[src/hdl/kai_pkg.sv]
// Package for the keyframe automation interpolator.
// Shared constants, types and the sequencer state encoding. No dependencies.
package kai_pkg;

   localparam int KEYS_DEFAULT      = 16;
   localparam int FRAC_BITS_DEFAULT = 16;

   localparam int OP_W    = 2;
   localparam int DELAY_W = 24;
   localparam int VAL_W   = 32;
   localparam int MODE_W  = 2;
   localparam int TIME_W  = 32;

   localparam logic [OP_W-1:0] OP_TICK   = 2'd0;
   localparam logic [OP_W-1:0] OP_INSERT = 2'd1;
   localparam logic [OP_W-1:0] OP_SET    = 2'd2;

   localparam logic [MODE_W-1:0] MODE_LINEAR = 2'd0;
   localparam logic [MODE_W-1:0] MODE_GAP    = 2'd1;
   localparam logic [MODE_W-1:0] MODE_STEP   = 2'd2;
   localparam logic [MODE_W-1:0] MODE_CUBIC  = 2'd3;

   // Width of the wide signed working registers of the arithmetic unit.
   localparam int ACC_W = 96;

   typedef enum logic [15:0] {
      ST_IDLE   = 16'h0001,
      ST_INS    = 16'h0002,
      ST_SCAN   = 16'h0004,
      ST_RD     = 16'h0008,
      ST_DIVI   = 16'h0010,
      ST_DIV    = 16'h0020,
      ST_EVAL   = 16'h0040,
      ST_MUL    = 16'h0080,
      ST_MULW   = 16'h0100,
      ST_PRUNE  = 16'h0200,
      ST_DONE   = 16'h0400,
      ST_OUT    = 16'h0800,
      ST_SHIFTI = 16'h1000,
      ST_INSW   = 16'h2000,
      ST_RD2    = 16'h4000,
      ST_RD3    = 16'h8000
   } state_type;

   // Command to the key store.
   typedef struct packed {
      logic shift_up;    // raise count by one (the sequencer moves entries [pos..count-1] up and writes at pos)
      logic shift_down;  // lower count by one (the sequencer drops entry 0 by moving entries down)
   } store_cmd_type;

endpackage

[src/hdl/kai_mac.sv]
// Shared multiply-accumulate step: q = floor(x*f / 2^FRAC_BITS) + c, one per cycle, registered.
// Depends on kai_pkg.
module kai_mac #(
   parameter int FRAC_BITS = kai_pkg::FRAC_BITS_DEFAULT
) (
   input  logic                               clock,
   input  logic signed [kai_pkg::ACC_W-1:0]   x,
   input  logic [FRAC_BITS:0]                 f,
   input  logic signed [kai_pkg::ACC_W-1:0]   c,
   output logic signed [kai_pkg::ACC_W-1:0]   q
);
   // x stays within about 37 bits, f within FRAC_BITS+1: one narrow product.
   localparam int XN = 40;
   logic signed [XN-1:0]              xn;
   logic signed [XN+FRAC_BITS+1:0]    prod;
   logic signed [kai_pkg::ACC_W-1:0]  q_ff;

   always_comb begin
      xn   = x[XN-1:0];
      prod = xn * $signed({1'b0, f});
   end

   always_ff @(posedge clock) begin
      q_ff <= kai_pkg::ACC_W'(prod >>> FRAC_BITS) + c;
   end

   assign q = q_ff;
endmodule
[config.mk]
export PLATFORM = sky130hd
export DESIGN_NAME = kai_mac
export DESIGN_NICKNAME = d
export VERILOG_FILES = /design/src/hdl/kai_pkg.sv /design/src/hdl/kai_mac.sv
export SDC_FILE = /design/constraint.sdc
export NUM_CORES = 2
export LEC_CHECK = 0
export BUFFER_PORTS_ARGS = -buffer_cell sky130_fd_sc_hd__buf_2
export CORE_UTILIZATION = 30
export DETAILED_ROUTE_END_ITERATION = 7
export GPL_TIMING_DRIVEN = 0
export SLEW_MARGIN = 5
export SYNTH_ARGS = -nofsm -noshare
export SYNTH_HDL_FRONTEND = slang
export SYNTH_SLANG_ARGS = --single-unit
[constraint.sdc]
create_clock -name clock -period 30.3 [get_ports clock]
set_input_delay 4.545 -clock clock [delete_from_list [all_inputs] [get_ports clock]]
set_output_delay 4.545 -clock clock [all_outputs]
set_load 0.02 [all_outputs]
# Yosys cells after proc, flatten, opt, wreduce, memory -nomap -nowiden
# Index checks and enable logic that the tools add are counted.
word_totals:
  regBits: 96
classes:
  n_addsub: 1
  multipliers: 1
ops:
  columns: ["cell", "n"]
  rows:
  - ["$add 42x96->96", 1]
  - ["$mul 40x18->58", 1]

# Depth between registers and ports, before layout
logic_depth:
  depth_word: 2
  depth_mapped: 38

# Worst setup path after synthesis
# No wires, ideal clock.
synth_path:
  path_type: "input to register"
  startpoint: "input x[30] (netlist bit)"
  endpoint: "register q_ff, in the netlist q[88]"
  t_required_ns: 30.185
  setup_ns: 0.115
  arrival_ns: 15.387
  setup_slack_ns: 14.799
  stages: 35
  cell_sequence: "clkbuf_1 -> nand2_1 -> fa_1 -> fa_1 -> fa_1 -> inv_1 -> fa_1 -> fa_1 -> inv_1 -> fa_1 -> inv_1 -> ha_1 -> and3_1 -> and3_1 -> nand2_1 -> or3_1 -> inv_1 -> o41ai_1 -> nand3_1 -> a32o_1 -> o41ai_1 -> xnor2_1 -> ha_1 -> clkbuf_1 -> a21oi_1 -> o21bai_1 -> a21oi_1 -> o21ai_0 -> a21o_1 -> a21o_2 -> a2bb2oi_1 -> o2111ai_2 -> a211oi_1 -> nor3_1 -> a2111oi_0"
synth_between:
  elab_chain_len: 2
synth_lines:
  columns: ["item", "line_no", "rtl"]
  rows:
  - ["start, declared", "kai_mac.sv:7", "input logic signed [kai_pkg::ACC_W-1:0] x,"]
  - ["$mul 40x18->58", "kai_mac.sv:20", "prod = xn * $signed({1'b0, f});"]
  - ["$add 42x96->96", "kai_mac.sv:24", "q_ff <= kai_pkg::ACC_W'(prod >>> FRAC_BITS) + c;"]
  - ["end signal, assigned", "kai_mac.sv:24", null]
  - ["end, declared", "kai_mac.sv:16", "logic signed [kai_pkg::ACC_W-1:0] q_ff;"]
# No other way between the ends.

# Worst setup path in the final report
layout_path:
  startpoint: "input f[1]"
  endpoint: "register q_ff, in the netlist q[95]"
layout_between:
  elab_chain_len: 2
layout_lines:
  columns: ["item", "line_no", "rtl"]
  rows:
  - ["start, declared", "kai_mac.sv:8", "input logic [FRAC_BITS:0] f,"]
  - ["$mul 40x18->58", "kai_mac.sv:20", null]
  - ["$add 42x96->96", "kai_mac.sv:24", null]
# No other way between the ends.

==> Flow_metrics.wiki <==
{| class="wikitable"
! Metric !! Value
|-
| Result of the run || complete, no violations
|-
| Post-Synth Simple-Gate Area || 0.1654
|-
| Cell seen most often among critical-path stages || sky130_fd_sc_hd__fa_1
|-
| Number of register bits inferred by synthesis || 96
|-
| Dominant cells by area after synthesis || sky130_fd_sc_hd__fa_1, sky130_fd_sc_hd__ha_1, sky130_fd_sc_hd__inv_1
|-
| Number of nets at the end of the flow || 4844
|-
| Post-synthesis sequential area ratio || 0.06284
|-
| Slew Limit Fails || 0
|-
| Dominant cell by count in the synthesized netlist || sky130_fd_sc_hd__inv_1
|-
| Largest fanout of any net on the critical path || 10
|-
| Hold Path End || q[0]$_DFF_P_
|-
| Pin count of the biggest net entering global routing || 19
|-
| Wire length after detailed routing || 98840 um
|-
| Buffer cell driving the clock tree root || sky130_fd_sc_hd__clkbuf_16
|-
| Setup crit start kind || input port
|-
| Die outline height || 321.3 um
|-
| Max_cap viols || 0
|-
| Startpoint of the tightest hold check path || c[0]
|-
| H-Tree Level Count || 3
|-
| Wire length of the first global-routing pass || 153600 um
|-
| Total Die Area || 103200 um^2
|-
| Buffers on Ports || 233
|-
| Top-area cell type share of the netlist area || 0.4189
|-
| Post-detailed-route wirelength per cell || 19.33 um
|-
| Number of DRC markers in iteration 0 || 1517
|-
| EDFF count, synth || 0
|-
| Largest incremental delay on the critical path || 1.01 ns
|-
| Peak Freq || 61.27 MHz
|-
| Post-CTS setup buffers || 0
|-
| Fraction of final layout cells sized beyond drive strength 1 || 0.07625
|-
| Share of the synthesized netlist area taken by xor and xnor gates || 0.03981
|-
| Detailed-route DRC error count || 0
|-
| Avg Vias per Cell || 4.750
|-
| Compound-gate portion of the synthesized area || 0.09847
|-
| Fin Setup TNS || 0 ns
|-
| Number of top-level design ports || 306
|-
| Final period util || 0.5386
|-
| WP data arrival || 16.58 ns
|-
| Syn avg cell area || 8.743 um^2
|-
| All-Layer GR Usage || 0.1971
|-
| Post-CTS sizing || 0
|-
| Path category of the worst min-delay check || input port to register
|-
| Slowest cell on the critical path || sky130_fd_sc_hd__o41ai_1
|-
| Number of hold buffers added after CTS || 0
|-
| Combinational family with the most area after synthesis || adder cells
|-
| RSZ-0062 raised after global routing || false
|-
| Number of antenna-violating nets in the routed design || 0
|-
| Crit. End Element || register
|-
| Synthesized area || 30580 um^2
|-
| Residual overflow from global routing || 0
|-
| Starting density of the core || 0.3041
|-
| Most used DFF post-synth || sky130_fd_sc_hd__dfxtp_1
|-
| Count of final setup violators || 0
|-
| Number of antenna violations at the first check in global routing || 14
|-
| Post-detailed-placement half-perimeter wirelength || 84870 um
|-
| Clock-pin slew on the worst setup and hold paths || 0.08 ns
|-
| TritonRoute pass-1 iters || 5
|-
| Tightest slew margin relative to the limit || 0.2486
|-
| Number of hold violations in the final report || 0
|-
| Number of standard-cell rows in the floorplan || 116
|-
| Placer congestion estimate || 0.9370
|-
| Area growth, synth to finish || 10.63%
|-
| Count of unique library cells instantiated by Yosys || 74
|-
| Vias in the first global route || 26010
|-
| Number of buffers added by the clock tree synthesis step || 9
|-
| Max FFs per register || 96
|-
| CP Class || input port to register
|-
| Transition time at the pin with the least slew margin || 1.113 ns
|-
| Number of clock sinks || 96
|-
| CTS tree || built
|-
| Routed vias || 24280
|-
| Synth warnings || 0
|-
| Proportion of register bits with asynchronous set or reset after synthesis || 0
|-
| Required time worst endpoint || 30.56 ns
|-
| Most frequent cells after synthesis || sky130_fd_sc_hd__inv_1, sky130_fd_sc_hd__fa_1, sky130_fd_sc_hd__nand2_1
|-
| Adder-cell area share of the yosys netlist || 0.5204
|-
| Leading area contributor after synthesis || sky130_fd_sc_hd__fa_1
|-
| Synthesized netlist cell count || 3498
|-
| Floorplan core area || 100600 um^2
|-
| Mux share of post-synthesis cell area || 0
|-
| X dimension of the die || 321.3 um
|-
| Min cycle time layout || 16.32 ns
|-
| Total nets after synthesis || 4596
|-
| Max Buffers Root-to-Sink || 2
|-
| Instance count along the most critical hold path || 2
|}
==> cells in the final DEF (no fill, tap or decap), types with 11 or more instances in the layout <==
master,Yosys,routed
sky130_fd_sc_hd__clkbuf_1,130,130
sky130_fd_sc_hd__fa_1,640,640
sky130_fd_sc_hd__inv_1,765,765
sky130_fd_sc_hd__nand4_1,33,33
sky130_fd_sc_hd__ha_1,248,248
sky130_fd_sc_hd__xnor2_1,90,89
sky130_fd_sc_hd__nand2_1,418,418
sky130_fd_sc_hd__and2_1,368,368
sky130_fd_sc_hd__o21bai_1,30,30
sky130_fd_sc_hd__a21oi_1,159,159
sky130_fd_sc_hd__nor2b_1,12,12
sky130_fd_sc_hd__nor2_1,74,74
sky130_fd_sc_hd__a211oi_1,11,11
sky130_fd_sc_hd__nand3_1,27,27
sky130_fd_sc_hd__buf_2,1,234
sky130_fd_sc_hd__a31oi_1,14,14
sky130_fd_sc_hd__nor3_1,24,24
sky130_fd_sc_hd__o21ai_0,72,72
sky130_fd_sc_hd__a21o_1,81,81
sky130_fd_sc_hd__xor2_1,49,49
sky130_fd_sc_hd__dfxtp_1,96,96
==> stage by stage <==
| step | setup slack [ns] | std cells | util | hold slack [ns] | area [um^2] |
|---|---|---|---|---|---|
| after floorplan | 14.80 | 3498 | - | 4.675 | 30580 |
| after global placement | 10.50 | 5088 | 0.3326 | 4.776 | 33450 |
| after detailed placement | 13.68 | 5092 | 0.3331 | 4.777 | 33510 |
| after CTS | 14.03 | 5108 | 0.3363 | 4.354 | 33820 |
| after global routing | 13.39 | 5109 | 0.3363 | 4.362 | 33830 |
| final | 13.98 | 5112 | 0.3364 | 4.385 | 33840 |
==> critical path: cells and delay by family <==
kind	cells	cell delay, ns
compound gates	13	5.34
xor+xnor	2	0.31
fa+ha+maj	7	2.93
buf+inv	6	1.29
simple gates	8	2.14
==> final cells by class <==
cell class / count / area, um^2
repair buffers: 237 / 1219
plain buffers: 138 / 588.1
clock buffers: 9 / 225.2
flip-flops and latches: 96 / 1922
inverters: 765 / 2872
fillers: 10620 / 66750
diodes: 4 / 10.01
multi-input cells: 2499 / 25210
clock inverters: 7 / 91.34
well taps: 1357 / 1698
==> worst max path at each step <==
stage,from,end,depth (start not counted)
final,f[1],q[95]$_DFF_P_,36
after global routing,x[9],q[88]$_DFF_P_,36
after CTS,x[9],q[88]$_DFF_P_,36
after detailed placement,x[9],q[88]$_DFF_P_,36
after global placement,x[9],q[88]$_DFF_P_,36
after floorplan,x[30],q[88]$_DFF_P_,35
==> cell families after synthesis <==
kind of cell,count (synthesis)
and+or+nand+nor,1009
xor gates and xnor gates,139
DFF,96
buffers and inverters,903
AOI/OAI and AO/OA,463
adders and majority gates,888
==> layer usage <==
| layer | routed length (um) | GRT usage | part of all wire |
|---|---|---|---|
| met1 | 40640 | 0.2480 | 0.41 |
| met5 | 65 | 0 | 0.00066 |
| met2 | 48560 | 0.3423 | 0.49 |
| met3 | 6547 | 0.03595 | 0.066 |
| met4 | 3024 | 0.05725 | 0.031 |
Power is not shown: default switching activity piles up to over one toggle a cycle in this logic, so the estimate is an artifact.
