===== src/hdl/kai_div.sv =====
// Restoring serial divider, one quotient bit per cycle.
// No dependencies; widths are passed as parameters.
module kai_div #(
   parameter int NUM_W = 48,
   parameter int DEN_W = 32
) (
   input  logic             clock,
   input  logic             reset,
   input  logic             start,
   input  logic [NUM_W-1:0] num,
   input  logic [DEN_W-1:0] den,
   output logic             done,
   output logic [NUM_W-1:0] quo
);
   localparam int CNT_W = $clog2(NUM_W + 1);

   logic [NUM_W-1:0] quo_ff, quo_in;
   logic [DEN_W:0]   rem_ff, rem_in;
   logic [DEN_W-1:0] den_ff, den_in;
   logic [CNT_W-1:0] cnt_ff, cnt_in;
   logic             busy_ff, busy_in;
   logic [DEN_W:0]   trial;

   always_comb begin
      quo_in  = quo_ff;
      rem_in  = rem_ff;
      den_in  = den_ff;
      cnt_in  = cnt_ff;
      busy_in = busy_ff;
      trial   = {rem_ff[DEN_W-1:0], quo_ff[NUM_W-1]};
      if (start) begin
         quo_in  = num;
         rem_in  = '0;
         den_in  = den;
         cnt_in  = CNT_W'(NUM_W);
         busy_in = 1'b1;
      end else if (busy_ff) begin
         if (trial >= {1'b0, den_ff}) begin
            rem_in = trial - {1'b0, den_ff};
            quo_in = {quo_ff[NUM_W-2:0], 1'b1};
         end else begin
            rem_in = trial;
            quo_in = {quo_ff[NUM_W-2:0], 1'b0};
         end
         cnt_in = cnt_ff - 1'b1;
         if (cnt_ff == CNT_W'(1)) begin
            busy_in = 1'b0;
         end
      end
   end

   always_ff @(posedge clock) begin
      if (reset) begin
         busy_ff <= 1'b0;
         cnt_ff  <= '0;
      end else begin
         busy_ff <= busy_in;
         cnt_ff  <= cnt_in;
      end
      quo_ff <= quo_in;
      rem_ff <= rem_in;
      den_ff <= den_in;
   end

   assign done = busy_ff && (cnt_ff == CNT_W'(1));
   assign quo  = quo_in;
endmodule


===== config.mk =====
export PLATFORM = sky130hd
export DESIGN_NAME = kai_div
export DESIGN_NICKNAME = d
export VERILOG_FILES = /design/src/hdl/kai_div.sv
export SDC_FILE = /design/constraint.sdc
export NUM_CORES = 1
export LEC_CHECK = 0
export BUFFER_PORTS_ARGS = -buffer_cell sky130_fd_sc_hd__buf_2
export CAP_MARGIN = 10
export CORE_MARGIN = 2
export CORE_UTILIZATION = 45
export CTS_CLUSTER_DIAMETER = 150
export CTS_CLUSTER_SIZE = 40
export DETAILED_ROUTE_END_ITERATION = 16
export GPL_ROUTABILITY_DRIVEN = 0
export GPL_TIMING_DRIVEN = 1
export PLACE_DENSITY_LB_ADDON = 0.12
export SYNTH_ARGS = -nofsm -noshare
export SYNTH_HDL_FRONTEND = slang
export SYNTH_SLANG_ARGS = --single-unit

===== constraint.sdc =====
create_clock -name clock -period 3.2 [get_ports clock]
set_clock_uncertainty 0.1 [all_clocks]
set_input_delay 0.32 -clock clock [delete_from_list [all_inputs] [get_ports clock]]
set_output_delay 0.32 -clock clock [all_outputs]
set_load 0.02 [all_outputs]

# After elaboration in Yosys (flattened, before gate mapping)
# Cells that the tools add are included.
[word_totals]
reg_bits = 119
inputBits = 83
out_inout_bits = 49
elab_cells = 22
[classes]
add_sub_neg = 2
n_lt_le_gt_ge = 1
n_eq_ne = 1
mux = 9
reduce_logical = 3
[ops]
columns = ["op", "count"]
rows = [
  ["two-way mux 48 bit", 2],
  [">= comparator 33 x 32 -> 1 bit", 1],
  ["two-way mux 32 bit", 1],
  ["subtractor 32 bit", 1],
  ["two-way mux 6 bit", 2],
  ["equality test 6 x 1 -> 1 bit (second input constant)", 1],
  ["subtractor 6 x 1 -> 6 bit (second input constant)", 1],
  ["two-way mux 1 bit", 4],
  ["nonzero test 2 bit", 1],
  ["OR reduction 2 bit", 1],
  ["logical AND 1 bit", 1],
]

# Logic depth before layout (Yosys ltp)
# Gate-level depths: netlist (run 1).
[depth]
ltp_word = 4
ltp_mapped = 13
depth_no_buf = 12

# Worst setup path before layout (run 1)
# OpenSTA, ideal clock, no wires.
[synth_path]
path_type = "reg2out"
start = "reg den_ff[22]"
end = "out quo[0]"
t_arrival_ps = 2538
required_ps = 2780
path_slack_ps = 242
stages_incl_launch_ff = 14
n_path_buf = 2
path_cell_list = "edfxtp_1 inv_1 ha_1 buf_2 nand2_1 or3_1 nor3_1 nand4_1 nand3_1 a21oi_2 buf_4 nand2_1 o21ai_0 o21ai_0"
[synth_via]
elab_chain_len = 4
[synth_lines]
columns = ["element", "line", "source"]
rows = [
  ["start, declared", "19", "logic [DEN_W-1:0] den_ff, den_in;"],
  ["start signal, assigned", "62", "den_ff <= den_in;"],
  [">= comparator 33 x 32 -> 1 bit", "38", "if (trial >= {1'b0, den_ff}) begin"],
  ["two-way mux 1 bit", "38", ""],
  ["two-way mux 48 bit", "37", "end else if (busy_ff) begin"],
  ["two-way mux 48 bit", "31", "if (start) begin"],
  ["end, declared", "13", "output logic [NUM_W-1:0] quo"],
]
# No other way between the ends.

# Worst setup path in the final report (run 1)
[layout_path]
start = "reg den_ff[1]"
end = "out quo[0]"
# Same word-level chain as after synthesis.

==> results of run 1 <==
-- path summary, 6_finish.rpt --
check / slack (ns) / endpoint / depth (start not counted) / from
worst min register to register: 0.40 / rem_ff[5]$_SDFFE_PP0P_ / 2 / rem_ff[4]$_SDFFE_PP0P_
worst min-delay path: 0.02 / quo_ff[31]$_DFF_P_ / 3 / num[31]
worst max-delay path: -0.11 / quo[0] / 12 / den_ff[1]$_DFFE_PP_
worst max register to register: 0.14 / rem_ff[30]$_SDFFE_PP0P_ / 13 / quo_ff[47]$_DFF_P_
-- repair_timing --
| action | in CTS | in global routing |
|---|---|---|
| endpoints found under the hold margin | 32 | 0 |
| hold buffers | 32 | 0 |
| buffers inserted | 5 | 3 |
| setup endpoints to repair | 2 | 4 |
| resized for setup | 3 | 14 |
| pin swaps | 5 | 14 |
-- area by class of cell --
cell class	count	area share
tap	184	0.0271
multi-input combinational	535	0.428
inverter	45	0.0199
clock inverter	12	0.0109
clock buffer	20	0.0538
timing repair buffer	187	0.141
sequential	119	0.319
-- through the flow --
stage	worst slack [ns]	util	TNS, ns
3_3_place_gp	0.152	0.517	0
6_report	-0.111	0.586	-0.111
5_1_grt	-0.285	0.586	-0.303
4_1_cts	-0.128	0.580	-0.128
3_5_place_dp	0.0333	0.517	0
2_1_floorplan	0.242	-	0
-- power breakdown --
group | internal (mW) | switching, mW | leakage, nW
logic | 0.569 | 0.739 | 2.52
clock network | 1.04 | 0.726 | 0.276
registers | 1.70 | 0.106 | 1.04
total | 3.31 | 1.57 | 3.84
-- cell usage in the layout (no fill, tap or decap), drive strengths merged, types with 4 or more instances in the layout --
master and instances:
edfxtp 32, nor3 14, clkbuf 20, and2 4, a21oi 54, o21a 8, nand2 83, nand2b 4
and3 6, dlygate4sd3 32, xor2 11, nand3 8, dfxtp 87, clkinv 7, buf 155, ha 34
a21o 17, o211ai 5, o211a 4, inv 50, a211oi 23, mux2i 54, xnor2 17, nand4 6
o21ai 68, nor2 60, a31oi 5
-- critical path, delay by kind of cell (launching register included) --
| kind | cells | cell delay, ns |
|---|---|---|
| AO/OA/AOI/OAI | 6 | 1.28 |
| adder cells (fa/ha/maj) | 1 | 0.20 |
| buffers and inverters | 2 | 0.27 |
| flip-flops | 1 | 0.40 |
| AND/OR/NAND/NOR | 3 | 0.31 |
-- state kept, by name, indices dropped and copies added, names as in the netlist --
name and count:
quo_ff 48, rem_ff 32, busy_ff 1, cnt_ff 6, den_ff 32
-- metal layers --
layer / GRT usage / share of wire / routed length [um] / vias to the layer above
li1: - / - / - / 2986
met1: 0.256 / 0.46 / 7180 / 2642
met2: 0.334 / 0.47 / 7320 / 156
met3: 0.0697 / 0.063 / 986 / 21
met4: 0.0634 / 0.015 / 235 / 0
met5: 0 / 0 / 0 / -
-- cell families after synthesis --
group	share of synthesized area
AOI/OAI and AO/OA	0.213
xor gates and xnor gates	0.0370
adders and majority gates	0.0672
buffers and inverters	0.0546
DFF	0.408
muxes	0.0816
and+or+nand+nor	0.139
==> key figures, run 1 <==
Run status
  • Outcome: finished with violations
  • Violated checks: setup timing

Timing
  • Worst hold slack: 0.0247 ns
  • Max frequency: just over 0.3 GHz
  • Slew margin rel.: 0.416
  • Final Hold Vio Count: 0
  • Final Slew Violations: 0
  • Least-Margin Pin Slew: 0.876 ns
  • Setup ws final: -0.111 ns
  • Period utilization: 1.03
  • RSZ-0062 raised after global routing: true
  • Count of final setup violators: 1
  • Final worst path period need: approximately 3.3 ns

Power
  • Peak supply drop: roughly 0.00037 V
  • Tot Pwr: about 5 mW
  • PD cells: roughly 580 nW/um2
  • Leakage: 3.84 nW

Route
  • Post-route DRC: 0
  • Pre-antenna DRT Iters: 4
  • Routed vias: approximately 5800
  • 1st-iter DRT viols: 303
  • Via density: 5.27
  • Final wirelength: approximately 16 mm
  • WL/cell: around 14 um
  • Final ANT Viol Nets: 0

Place
  • Placed instance area: 7490 um2
  • # port buffers: about 130
  • Placed cell count: ~1000
  • Detailed Place HPWL: between 10 and 15 mm

GRT
  • Vias in the first global route: between 5000 and 6000
  • Initial antenna violation count: 0
  • Total Routing Usage GR: 0.204
  • First-pass GRT wire length: approximately 27 mm
  • Gr ovfl total: 0
  • Largest net degree at the start of global routing: 130

Final layout
  • Register Area: ~2700 um2
  • Design area: around 8500 um2
  • Post-Layout Cell Count: 1102
  • Area Growth Syn to Fin: 28.1%
  • N_diodes: 0
  • Area occupied by multi-input gates: roughly 3600 um2
  • Nets: 1023
  • Layout cell share with drive strength beyond 1: 0.228
  • Fillers: roughly 1300

Worst setup path
  • CP Capture Type: output port
  • Worst Setup Start Kind: flip-flop
  • Worst EP required: around 2.8 ns
  • Max incr delay on CP: 0.40 ns
  • WS Path Type: reg -> out
  • Slowest-stage cell, CP: edfxtp_1
  • Crit-path cells: inv_2, ha_4, nor2b_4, o31a_1, o311ai_2, nand2_1, a41o_1, a21oi_4, nand2_1, o21ai_1, o21ai_1, buf_4
  • CP Max Fanout: 2
  • Worst EP arrival: approximately 2.9 ns

Clock network
  • H-tree depth: 4
  • Worst-path clk slew: ~0.06 ns
  • CTS Buf Count: 17
  • Worst-Skew Late Latency: ~0.42 ns
  • Clk sinks: 119
  • Clock Tree Buf Depth: 2
  • CTS Root Cell: clkbuf_16
  • CTS tree: done

Logic synthesis
  • Post-synth top area share: 0.263
  • Most numerous cell in the Yosys netlist: dfxtp_1
  • Main synth FF type: dfxtp_1
  • Number of synthesis warnings: 0
  • Post-Syn Nets: around 860
  • Yosys top cell by area: dfxtp_1
  • Yosys reg bits: 119
  • Most instantiated cells after synthesis: dfxtp_1 (87), nand2_1 (83), o21ai_0 (67)
  • Synth Instances: 744
  • Distinct cells, synth: 65
  • Area contributors post-synth: dfxtp_1 (26%), edfxtp_1 (15%), mux2i_1 (8.2%)
  • Netlist Area Pre-Place: 6620 um2
  • Asr flop ratio synth: 0
  • Post-synth EDFFs: 32
  • Mapped Avg Cell Area: ~8.9 um2
  • Sequential share of the synthesized area: 0.408

Floorplan
  • Die area: between 15000 and 20000 um2
  • Core Box Area: between 10000 and 15000 um2
  • Die span in x: 125 um
  • Die height: 125 um
  • I/O pins: ~130
  • Starting Density: 0.457
  • Row count: between 40 and 50

Flow run
  • Max-cap violations: 0

Hold path
  • Hold WC Path Type: in -> reg
(Power assumes the default switching activity.)
==> run 2, diff against run 1 <==
--- a/config.mk
+++ b/config.mk
@@ -6,7 +6,7 @@
 export NUM_CORES = 1
 export LEC_CHECK = 0
 export BUFFER_PORTS_ARGS = -buffer_cell sky130_fd_sc_hd__buf_2
-export CAP_MARGIN = 10
+export CORE_ASPECT_RATIO = 0.8
 export CORE_MARGIN = 2
 export CORE_UTILIZATION = 45
 export CTS_CLUSTER_DIAMETER = 150
@@ -14,7 +14,7 @@
 export DETAILED_ROUTE_END_ITERATION = 16
 export GPL_ROUTABILITY_DRIVEN = 0
 export GPL_TIMING_DRIVEN = 1
-export PLACE_DENSITY_LB_ADDON = 0.12
+export PLACE_DENSITY = 0.67
 export SYNTH_ARGS = -nofsm -noshare
 export SYNTH_HDL_FRONTEND = slang
 export SYNTH_SLANG_ARGS = --single-unit
==> key figures, run 2 (synthesis results as in run 1) <==
Route
  • Routed vias: around 5800
  • Pre-antenna DRT Iters: 5
  • Post-route DRC: 0
  • WL/cell: approximately 14 um
  • Via density: between 5 and 6
  • 1st-iter DRT viols: 378
  • Final wirelength: between 15 and 20 mm
  • Final ANT Viol Nets: 0

Clock network
  • CTS Buf Count: 17
  • Worst-path clk slew: 0.06 ns
  • Clk sinks: about 120
  • Worst-Skew Late Latency: 0.42 ns
  • Clock Tree Buf Depth: 2
  • H-tree depth: 4
  • CTS tree: done
  • CTS Root Cell: clkbuf_16

Worst setup path
  • FF-to-FF setup slack: about 0.16 ns
  • WS Path Type: reg -> out
  • CP Capture Type: output port
  • Worst Setup Start Kind: flip-flop
  • Worst R2R Path Depth: 12
  • RR Endpoint: rem_ff[27]$_SDFFE_PP0P_
  • Max incr delay on CP: 0.41 ns
  • Worst r2r src: den_ff[1]$_DFFE_PP_
  • CP Max Fanout: 2
  • Worst EP required: 2.78 ns
  • Crit-path cells: inv_2, ha_4, nor2b_4, o31a_1, o311ai_2, nand2_1, a41o_1, a21oi_4, nand2_1, o21ai_1, o21ai_1, buf_4
  • Slowest-stage cell, CP: edfxtp_1
  • Worst EP arrival: roughly 2.8 ns

GRT
  • Gr ovfl total: 0
  • Initial antenna violation count: 0
  • Largest net degree at the start of global routing: just under 60
  • Vias in the first global route: 5514
  • Total Routing Usage GR: 0.207
  • First-pass GRT wire length: roughly 27 mm

Timing
  • Final worst path period need: roughly 3.2 ns
  • Final Hold Vio Count: 0
  • Max frequency: 0.311 GHz
  • Setup ws final: -0.0150 ns
  • Period utilization: 1.00
  • Least-Margin Pin Slew: about 0.90 ns
  • RSZ-0062 raised after global routing: true
  • Final Slew Violations: 0
  • Count of final setup violators: 1
  • Slew margin rel.: 0.402

Final layout
  • Post-Layout Cell Count: 1107
  • Area Growth Syn to Fin: 28.9%
  • Most frequent cells in the layout: buf_2 (129), dfxtp_1 (86), nand2_1 (83)
  • Max FFs per register: 48
  • Largest regs: quo_ff x48, den_ff x32, rem_ff x32
  • N_diodes: 0
  • Design area: about 8500 um2
  • Nets: roughly 1000
  • Biggest register: quo_ff
  • Commonest non-fill, non-tap cell in the layout: buf_2
  • Layout cell share with drive strength beyond 1: 0.238

Flow run
  • Max-cap violations: 0

Floorplan
  • Core Box Area: between 10000 and 15000 um2
  • Row count: 39
  • Die span in x: 140 um
  • Starting Density: 0.462
  • I/O pins: about 130
  • Die area: between 15000 and 20000 um2
  • Die height: ~110 um

Hold path
  • Hold WC Path Type: in -> reg
  • Hold path cells: 3
  • Hold_sp: num[33]
  • Hold EP: quo_ff[33]$_DFF_P_

Place
  • Pre-CTS setup slack: just over 0.1 ns
  • Detailed Place HPWL: between 10 and 15 mm
  • # port buffers: between 100 and 150
  • Placed cell count: a little over 1000
  • Placed instance area: ~7400 um2

Power
  • Gate power share: 0.267
  • PD cells: ~580 nW/um2
  • Clock power frac: 0.367
  • Int Power: 3.33 mW
  • Seq pwr share: 0.366
  • Peak supply drop: 0.000498 V
  • P_sw: 1.61 mW
  • Switching share of total power: 0.326
  • Leakage: just under 4 nW

Run status
  • Violated checks: setup timing
  • Outcome: finished with violations
[run 2: area by class of cell]
cell class	count	area (um2)
well taps	184	230
clock buffers	19	453
clock inverters	13	110
fillers	1295	5810
multi-input cells	535	3670
inverters	45	169
repair buffers	192	1200
flip-flops and latches	119	2710
[run 2: repair_timing]
action,in CTS,in global routing
endpoints found under the hold margin,32,0
resized for setup,6,19
pin swaps,7,17
endpoints found under the setup margin,1,21
hold buffers,32,0
buffers inserted,13,4
[run 2: worst max path at each step]
stage | cells after the start | slack (ns) | startpoint | endpoint
global route | 12 | -0.19 | den_ff[1]$_DFFE_PP_ | quo[0]
CTS | 12 | -0.13 | den_ff[1]$_DFFE_PP_ | quo[0]
finish | 12 | -0.01 | den_ff[1]$_DFFE_PP_ | quo[0]
floorplan | 13 | 0.24 | den_ff[22]$_DFFE_PP_ | quo[0]
global placement | 12 | 0.21 | quo_ff[47]$_DFF_P_ | rem_ff[30]$_SDFFE_PP0P_
detailed placement | 12 | 0.10 | quo_ff[47]$_DFF_P_ | rem_ff[30]$_SDFFE_PP0P_
[run 2: stage by stage]
| stage | util | total power [mW] | setup TNS, ns | hold slack [ns] |
|---|---|---|---|---|
| after global routing | 0.595 | 5.21 | -0.226 | 0.0326 |
| after detailed placement | 0.519 | 3.03 | 0 | 0.388 |
| final | 0.595 | 4.93 | -0.0150 | 0.0257 |
| after CTS | 0.588 | 4.94 | -0.181 | 0.0130 |
| after global placement | 0.519 | 3.03 | 0 | 0.385 |
| after floorplan | - | 2.70 | 0 | 0.289 |
[run 2: critical path: cells and delay by family, from the launching register on]
| kind | cells | cell delay [ns] |
|---|---|---|
| AO/OA/AOI/OAI | 6 | 1.21 |
| flip-flops | 1 | 0.41 |
| adder cells (fa/ha/maj) | 1 | 0.19 |
| buffers and inverters | 2 | 0.26 |
| AND/OR/NAND/NOR | 3 | 0.31 |
[run 2: power by group through the flow]
stage	clock [mW]	sequential, mW	combinational, mW
6_report	1.81	1.81	1.31
5_1_grt	1.92	1.83	1.46
4_1_cts	1.85	1.80	1.28
3_5_place_dp	0	1.83	1.20
3_3_place_gp	0	1.83	1.20
2_1_floorplan	0	1.79	0.908
[run 2: metal layers]
metal,vias up,routed length (um),track usage
li1,3004,-,-
met1,2634,8030,0.297
met2,154,6890,0.310
met3,21,865,0.0559
met4,0,214,0.0553
met5,-,0,0
