File: config.mk
export PLATFORM = sky130hd
export DESIGN_NAME = kai_store
export DESIGN_NICKNAME = d
export VERILOG_FILES = /design/src/hdl/kai_pkg.sv /design/src/hdl/kai_store.sv
export SDC_FILE = /design/constraint.sdc
export NUM_CORES = 1
export LEC_CHECK = 0
export BUFFER_PORTS_ARGS = -buffer_cell sky130_fd_sc_hd__buf_2
export CAP_MARGIN = 15
export CORE_MARGIN = 2
export CORE_UTILIZATION = 61
export CTS_CLUSTER_DIAMETER = 40
export DETAILED_ROUTE_END_ITERATION = 8
export HOLD_SLACK_MARGIN = 0.12
export PLACE_DENSITY = 0.88
export SYNTH_ARGS = -nofsm -noshare
export SYNTH_HDL_FRONTEND = slang
export SYNTH_SLANG_ARGS = --single-unit
File: constraint.sdc
create_clock -name clock -period 6.4 [get_ports clock]
set_input_delay 0 -clock clock [delete_from_list [all_inputs] [get_ports clock]]
set_output_delay 0 -clock clock [all_outputs]
set_load 0.01 [all_outputs]
File: src/hdl/kai_pkg.sv
// Package for the keyframe automation interpolator.
// Shared constants, types and the sequencer state encoding. No dependencies.
package kai_pkg;

   localparam int KEYS_DEFAULT      = 16;
   localparam int FRAC_BITS_DEFAULT = 16;

   localparam int OP_W    = 2;
   localparam int DELAY_W = 24;
   localparam int VAL_W   = 32;
   localparam int MODE_W  = 2;
   localparam int TIME_W  = 32;

   localparam logic [OP_W-1:0] OP_TICK   = 2'd0;
   localparam logic [OP_W-1:0] OP_INSERT = 2'd1;
   localparam logic [OP_W-1:0] OP_SET    = 2'd2;

   localparam logic [MODE_W-1:0] MODE_LINEAR = 2'd0;
   localparam logic [MODE_W-1:0] MODE_GAP    = 2'd1;
   localparam logic [MODE_W-1:0] MODE_STEP   = 2'd2;
   localparam logic [MODE_W-1:0] MODE_CUBIC  = 2'd3;

   // Width of the wide signed working registers of the arithmetic unit.
   localparam int ACC_W = 96;

   typedef enum logic [15:0] {
      ST_IDLE   = 16'h0001,
      ST_INS    = 16'h0002,
      ST_SCAN   = 16'h0004,
      ST_RD     = 16'h0008,
      ST_DIVI   = 16'h0010,
      ST_DIV    = 16'h0020,
      ST_EVAL   = 16'h0040,
      ST_MUL    = 16'h0080,
      ST_MULW   = 16'h0100,
      ST_PRUNE  = 16'h0200,
      ST_DONE   = 16'h0400,
      ST_OUT    = 16'h0800,
      ST_SHIFTI = 16'h1000,
      ST_INSW   = 16'h2000,
      ST_RD2    = 16'h4000,
      ST_RD3    = 16'h8000
   } state_type;

   // Command to the key store.
   typedef struct packed {
      logic shift_up;    // raise count by one (the sequencer moves entries [pos..count-1] up and writes at pos)
      logic shift_down;  // lower count by one (the sequencer drops entry 0 by moving entries down)
   } store_cmd_type;

endpackage

File: src/hdl/kai_store.sv
// Sorted keyframe store: time, value and mode memories, entries moved one at a time.
// Depends on kai_pkg.
module kai_store #(
   parameter int KEYS  = kai_pkg::KEYS_DEFAULT,
   parameter int IDX_W = $clog2(KEYS)
) (
   input  logic                            clock,
   input  logic                            reset,
   // read port used by scans and by the mover
   input  logic [IDX_W-1:0]                rd_addr,
   output logic [kai_pkg::TIME_W-1:0]      rd_time,
   output logic signed [kai_pkg::VAL_W-1:0] rd_value,
   output logic [kai_pkg::MODE_W-1:0]      rd_mode,
   // write port
   input  logic                            wr_en,
   input  logic [IDX_W-1:0]                wr_addr,
   input  logic [kai_pkg::TIME_W-1:0]      wr_time,
   input  logic signed [kai_pkg::VAL_W-1:0] wr_value,
   input  logic [kai_pkg::MODE_W-1:0]      wr_mode,
   // fill count
   input  kai_pkg::store_cmd_type          cmd,
   output logic [IDX_W:0]                  count
);
   logic [kai_pkg::TIME_W-1:0]       time_mem  [KEYS];
   logic signed [kai_pkg::VAL_W-1:0] value_mem [KEYS];
   logic [kai_pkg::MODE_W-1:0]       mode_mem  [KEYS];
   logic [IDX_W:0] count_ff, count_in;

   always_ff @(posedge clock) begin
      if (wr_en) begin
         time_mem[wr_addr]  <= wr_time;
         value_mem[wr_addr] <= wr_value;
         mode_mem[wr_addr]  <= wr_mode;
      end
      rd_time  <= time_mem[rd_addr];
      rd_value <= value_mem[rd_addr];
      rd_mode  <= mode_mem[rd_addr];
   end

   always_comb begin
      count_in = count_ff;
      if (cmd.shift_up) begin
         count_in = count_ff + 1'b1;
      end else if (cmd.shift_down) begin
         count_in = count_ff - 1'b1;
      end
   end

   always_ff @(posedge clock) begin
      if (reset) begin
         count_ff <= '0;
      end else begin
         count_ff <= count_in;
      end
   end

   assign count = count_ff;
endmodule

# [After elaboration in Yosys (flattened, before gate mapping)]
# Memories as Yosys holds them, arrays and structs flattened. A register that Yosys moved wholly into a read port is not among the register bits.
# Index checks and enable logic that the tools add are counted.
[totals] ff_bits=5 input_bits=79 ramBits=1056 output_inout_bits=71 word_cells=11 memories=3
[mem_list] name="time_mem" words=16 width=32 rd=1 rd_clocked_by_memory_dff=1 wr=1 line="kai_store.sv:24" source="logic [kai_pkg::TIME_W-1:0] time_mem [KEYS];"
[mem_list] name="value_mem" words=16 width=32 rd=1 rd_clocked_by_memory_dff=1 wr=1 line="kai_store.sv:25" source="logic signed [kai_pkg::VAL_W-1:0] value_mem [KEYS];"
[mem_list] name="mode_mem" words=16 width=2 rd=1 rd_clocked_by_memory_dff=1 wr=1 line="kai_store.sv:26" source="logic [kai_pkg::MODE_W-1:0] mode_mem [KEYS];"
[classes] n_reduce_logical=1 add_sub_neg=2 mux=4
[ops] op="$mux 5" n=2
[ops] op="$add 5x1->5 const B" n=1
[ops] op="$sub 5x1->5 const B" n=1
[ops] op="$mux 1" n=2
[ops] op="$reduce_bool 2->1" n=1

# [Depth between registers and ports, before layout]
# Gate-level depths: netlist of the first run.
[logic_depth] word_depth=3 depth_mapped=6 depth_no_buf=6

# [Worst setup path after synthesis of the first run]
# No wires, ideal clock.
[synth_timing] path_kind="input port to flip-flop" from="in wr_addr[2]" to="mem mode_mem[0][0] in the netlist's numbering (enable)" t_arrival_ns=4.997 setup_ns=0.572 path_slack_ns=0.831 cell_stages=2 required_time_ns=5.828 path_buffers=0 path_cell_list="or3b_2 nor3_1"
[synth_rtl] element="from (decl)" line="kai_store.sv:16" source="input logic [IDX_W-1:0] wr_addr,"
[synth_rtl] element="to (decl)" line="kai_store.sv:26"
# No word-level cell before the write port.

# [Worst setup path after layout of the first run]
[layout_timing] from="in wr_addr[2]" to="mem value_mem[2][5] in the netlist's numbering (enable)"
[layout_rtl] element="to (decl)" line="kai_store.sv:25"
# No word-level cell before the write port.

==> results of run 1 <==
==> cell type report <==
class                   count  area share
clock inverters            84     0.02155
well taps                 873     0.02273
flip-flops and latches   1127      0.6893
multi-input cells         518      0.1594
diodes                      4   0.0002083
repair buffers            268     0.03920
clock buffers             142     0.06719
inverters                   5   0.0003905
==> cell families (layout without fill, tap and decap cells) <==
logic type               count (synthesis)  count (layout)  synth area share
AO/OA/AOI/OAI                          140             140           0.02540
adder cells (fa/ha/maj)                  4               4          0.001399
flip-flops                            1127            1127            0.8054
multiplexers                           264             264            0.1445
other                                    0               4                 0
XOR/XNOR                                 1               1         0.0002129
AND/OR/NAND/NOR                        109             109           0.01144
buffers and inverters                   93             499           0.01162
==> tightest hold or removal path, stage by stage <==
cell and delay, ns:
buf_8 0.32, mux4_2 0.33, a22oi_1 0.06, nand2_1 0.07
==> per-stage QoR <==
stage                     cell area [µm²]    util  setup WS (ns)
after detailed placement            42990  0.6424          3.670
after floorplan                     41140       -         0.8306
after global routing                48060  0.7182          3.136
after CTS                           48050  0.7181          3.258
after global placement              42990  0.6424          3.777
final                               48060  0.7182          3.203
==> metal layers <==
metal  track usage  part of all wire  vias to the layer above
li1              -                 -                     8032
met1        0.3853              0.33                    10780
met2        0.5093              0.52                     1569
met3       0.06078             0.099                      317
met4        0.1476             0.050                        6
met5             0           0.00033                        -
==> worst max path at each step <==
stage	from	to	slack, ns	cells past startpoint
global route	wr_addr[2]	value_mem[2][5]$_DFFE_PP_	3.14	6
finish	wr_addr[2]	value_mem[2][5]$_DFFE_PP_	3.20	6
CTS	wr_addr[2]	value_mem[2][5]$_DFFE_PP_	3.26	6
global placement	wr_addr[2]	value_mem[2][27]$_DFFE_PP_	3.78	4
floorplan	wr_addr[2]	mode_mem[0][0]$_DFFE_PP_	0.83	2
detailed placement	wr_addr[1]	time_mem[13][22]$_DFFE_PP_	3.67	4
==> sequential cells by signal, indices dropped and copies added (netlist names) <==
name       count
time_mem     512
value_mem    512
mode_mem      32
rd_time       32
rd_value      32
count          5
rd_mode        2
==> cell usage in the layout, fill, tap and decap left out, types with 19 or more instances in the layout <==
master and count:
edfxtp_1 1056, nand2_1 68, buf_2 147, dfxtp_1 71
clkbuf_16 123, buf_4 37, a22oi_1 132, mux4_2 264
dlygate4sd3_1 80, bufinv_16 19
==> timing repair <==
action,CTS,global route
endpoints found under the setup margin,0,0
endpoints found under the hold margin,1158,0
resized for setup,0,0
hold buffers,80,0
==> power by group <==
group	switching, mW	total [mW]	internal, mW
sequential	0.0836	8.34	8.25
clock	2.98	7.39	4.41
combinational	0.479	0.814	0.336
==> flow_metrics.tcl, run 1 <==
set metrics [dict create \
    grt_pass1_wl_mm 149.8 \
    grt_max_degree 104 \
    ant_nets 0 \
    crit_type "in2reg" \
    holdPathEnd "rd_time[25]$_DFF_P_" \
    worst-path-buf-inv 4 \
    syn_area_um2 41140 \
    drive_gt1_frac 0.3148 \
    synthTopCellsByArea "edfxtp_1, mux4_2, dfxtp_1" \
    hp-start "rd_addr[1]" \
    worstPathArrival_ns 3.49 \
    synth_top_cell_by_area "edfxtp_1" \
    final-max-slew-violation-count 0 \
    cts_setup_buffers 0 \
    syn_inst 1738 \
    clock-sinks 1127 \
    status "complete, no violations" \
    holdPathStages 4 \
    grt_overflow_total 0 \
    cp-start-kind "primary input" \
    wirelength_mm 103.0 \
    route.detailed.drc 0 \
    ys.flop_type "edfxtp_1" \
    synthDistinctLibCells 31 \
    cpMostUsedCell "dlygate4sd3_1" \
    fillerInstances 3540 \
    worst_pin_slew_ns 1.152 \
    worst_path_dominant_cell_family "buffers and inverters" \
    setup_tns_ns 0 \
    numCtsBuffers 119 \
    syn_nets 1821 \
    r2r_cells 7 \
    period_needed_ns 3.197 \
    finClkSkew_ns 0.02539 \
    initial_core_util 0.6147 \
    instances_no_fill 3021 \
    core_area_um2 66920 \
    finalHoldViolCount 0 \
    grt_pass1_vias 22020 \
    seq_area_um2 33130 \
    r2r_slack_ns 4.40 \
    slew_headroom 0.2301 \
    multi_input_area_um2 7662 \
    path_clk_slew_ns 0.06 \
    ys_async_sr_fraction 0 \
    firstDrtPassIters 5 \
    dieArea_um2 69530 \
    synth_warnings 0 \
    num_vias 20700 \
    cts_tree "yes" \
    synth_edf_count 1056 \
    place_congestion 0.7526 \
    vias_per_cell 6.852 \
    maxCapViolCount 0 \
    ys_ff_latch 1127 \
    end_kind "flop" \
    whs_ns 0.1275 \
    crit_path_max_incr_delay_ns 0.82 \
    die-width_um 263.7 \
    drtIter0Drc 2852 \
    ir_drop_mv 0.2374 \
    synthTopCellsByCount "edfxtp_1, mux4_2, a22oi_1, dfxtp_1, nand2_1" \
    cp_cell_sequence "dlygate4sd3_1, buf_2, or3b_2, dlygate4sd3_1, nor2_4, buf_4" \
    dpl.cell_count 2711 \
    syn_to_final_growth_pct 16.84 \
    insertion_delay_ns 0.69 \
    finalPower_mw 16.54 \
    grt_antenna_before_repair 6 \
    dpl.hpwl_mm 47.05 \
    crit_required_ns 6.69 \
    p_leak_nw 15.72 \
    routedWlPerCell_um 34.09 \
    cts_buffer_depth 3 \
    std_cell_rows 95 \
    worstReg2RegStart "count[0]$_SDFFE_PP0P_" \
    dieHeight_um 263.7 \
    worst-path-max-fanout 42 \
    synth.most_common_cell "edfxtp_1" \
    fmax_ghz 0.3128 \
    yosysTopAreaCellShare 0.7708 \
    setup_violations 0 \
    p_per_area_nw_per_um2 344.1 \
    slowest_stage "buf_4" \
    grt_util_all_layers 0.3035 \
    rsz0062_at_grt "no" \
    fin_crit_sh 0.4996 \
    r2r_end "count[2]$_SDFFE_PP0P_" \
    cts-root-buf "clkbuf_16" \
    cts.htree.levels 3 \
    fin_nets 2122 \
    yosysSeqAreaShare 0.8054 \
    io_buffers 149 \
    ioPinCount 150 \
    hold_path_class "in2reg" \
    avgSynthCellArea_um2 23.67 \
]
No activity file was read; power rests on OpenSTA's default activity.
==> run 2, diff against run 1 <==
Clock period 6.4 ns to 3.1 ns, I/O delays scaled along.
==> run 2 against run 1 <==
Against the previous run:
- final cell count fell by 0.36%
- clock power is 92% higher
- clock skew increased by 0.0029 ns
- register-to-register slack worse by 3.2 ns
- sequential share of layout area is 0.086 points higher
- flip-flop and latch count unchanged
- first-iteration DRC count down 1.6%
- total power increased by 100%
- worst hold slack lost 0.0027 ns
- global-route usage down 0.52 points
- highest routed layer unchanged
==> flow_metrics.tcl, run 2 (synthesis gave the netlist of run 1 again) <==
set metrics [dict create \
    dieHeight_um 263.7 \
    path_clk_slew_ns 0.06 \
    p_int_mw 25.94 \
    maxCapViolCount 0 \
    numCtsBuffers 115 \
    crit_path_max_incr_delay_ns 0.56 \
    ctsResizeCount 0 \
    grt_util_all_layers 0.2983 \
    slowest_stage "dlygate4sd3_1" \
    die-width_um 263.7 \
    syn_to_final_growth_pct 16.70 \
    final_common_cell "edfxtp_1" \
    initial_core_util 0.6147 \
    dieArea_um2 69530 \
    finClkSkew_ns 0.02827 \
    worstPathArrival_ns 2.69 \
    seq_area_um2 33130 \
    p_switching_mw 7.158 \
    cts-root-buf "clkbuf_16" \
    routedWlPerCell_um 33.86 \
    ant_nets 0 \
    cts_tree "yes" \
    largestRegisters "time_mem: 512 flops, value_mem: 512 flops" \
    route.detailed.drc 0 \
    worst_path_dominant_cell_family "buffers and inverters" \
    cts.htree.levels 3 \
    hold_path_class "in2reg" \
    fmax_ghz 0.4677 \
    insertion_delay_ns 0.69 \
    fin_crit_sh 0.6897 \
    final-max-slew-violation-count 0 \
    finalHoldViolCount 0 \
    io_buffers 149 \
    slew_headroom 0.4207 \
    rsz0062_at_grt "no" \
    netSwitchingFraction 0.2162 \
    status "complete, no violations" \
    end_kind "flop" \
    grt_pass1_vias 21830 \
    fin_ws_ns 0.9620 \
    dpl.hpwl_mm 44.05 \
    core_area_um2 66920 \
    grt_overflow_total 0 \
    wirelength_mm 101.9 \
    crit_type "in2reg" \
    p_per_area_nw_per_um2 689.5 \
    clock-sinks 1127 \
    grt_pass1_wl_mm 148.3 \
    ioPinCount 150 \
    fillerInstances 3469 \
    worst-path-buf-inv 4 \
    grt_antenna_before_repair 3 \
    period_needed_ns 2.138 \
    cp_cell_sequence "dlygate4sd3_1, buf_8, buf_12, mux4_2, a22oi_1, nand2_1, dlygate4sd3_1" \
    ir_drop_mv 0.4124 \
    place_congestion 0.7286 \
    p_leak_nw 15.63 \
    cts_buffer_depth 3 \
    vias_per_cell 6.926 \
    cpMostUsedCell "dlygate4sd3_1" \
    firstDrtPassIters 5 \
    seq_power_share 0.520 \
    std_cell_rows 95 \
    multi_input_area_um2 7687 \
    setup_violations 0 \
    drtIter0Drc 2807 \
    mostFrequentLayoutCells "edfxtp_1, mux4_2, buf_2, a22oi_1, clkbuf_16" \
    setup_tns_ns 0 \
    worst-path-max-fanout 73 \
    crit_required_ns 3.65 \
    cp-start-kind "primary input" \
    num_vias 20850 \
    pre_cts_slack_ns 1.101 \
    p_clk_frac 0.428 \
    worst_pin_slew_ns 0.8689 \
    drive_gt1_frac 0.3087 \
    p_comb_frac 0.052 \
    fin_nets 2117 \
    grt_max_degree 74 \
]
==> run 2: worst paths after layout <==
kind / start / end / slack (ns) / depth (start not counted)
max reg2reg: count[0]$_SDFFE_PP0P_ / count[2]$_SDFFE_PP0P_ / 1.18 / 7
min: rd_addr[0] / rd_time[24]$_DFF_P_ / 0.12 / 4
min reg2reg: count[3]$_SDFFE_PP0P_ / count[3]$_SDFFE_PP0P_ / 0.53 / 1
max: rd_addr[1] / rd_time[29]$_DFF_P_ / 0.96 / 7
==> run 2: what timing repair did <==
item                      in CTS  in global routing
setup buffers                  0                  0
hold buffers                  77                  0
hold endpoints to repair    1077                  0
==> run 2: final cells by class <==
type / instances / area share
Multi-Input combinational cell: 518 / 0.1601
Clock inverter: 69 / 0.01626
Inverter: 5 / 0.0003910
Tap cell: 873 / 0.02275
Timing Repair Buffer: 267 / 0.04520
Clock buffer: 149 / 0.06498
Antenna cell: 2 / 0.0001043
Sequential cell: 1127 / 0.6902
==> run 2: power by group through the flow <==
stage,clock [mW],sequential [mW],combinational (mW)
2_1_floorplan,0,17.5,0.859
3_3_place_gp,0,17.5,1.48
3_5_place_dp,0,17.5,1.57
4_1_cts,14.2,17.2,1.71
5_1_grt,14.7,17.2,1.82
6_report,14.2,17.2,1.72
==> run 2: through the flow <==
stage	std cells	hold slack (ns)	area (µm²)	util	total power, mW
global placement	2713	0.2735	43330	0.6475	18.96
global route	3009	0.1560	48000	0.7173	33.77
detailed placement	2713	0.3006	43330	0.6475	19.08
CTS	3008	0.1262	48000	0.7173	33.17
floorplan	1738	0.09887	41200	-	18.36
finish	3010	0.1248	48000	0.7173	33.10
==> run 2: metal layers <==
metal / global-route usage / part of all wire / vias up
li1: - / - / 8019
met1: 0.3828 / 0.34 / 10900
met2: 0.5061 / 0.52 / 1627
met3: 0.05276 / 0.095 / 301
met4: 0.1358 / 0.044 / 2
met5: 0 / 0.00013 / -
==> run 2: worst register-to-register path: stages (launching register included) <==
cell and delay, ns:
dfxtp_1 0.36, inv_1 0.10, fa_1 0.42, nor2b_1 0.16, nor3_1 0.07, a21oi_1 0.11, nor2_1 0.05, dlygate4sd3_1 0.55
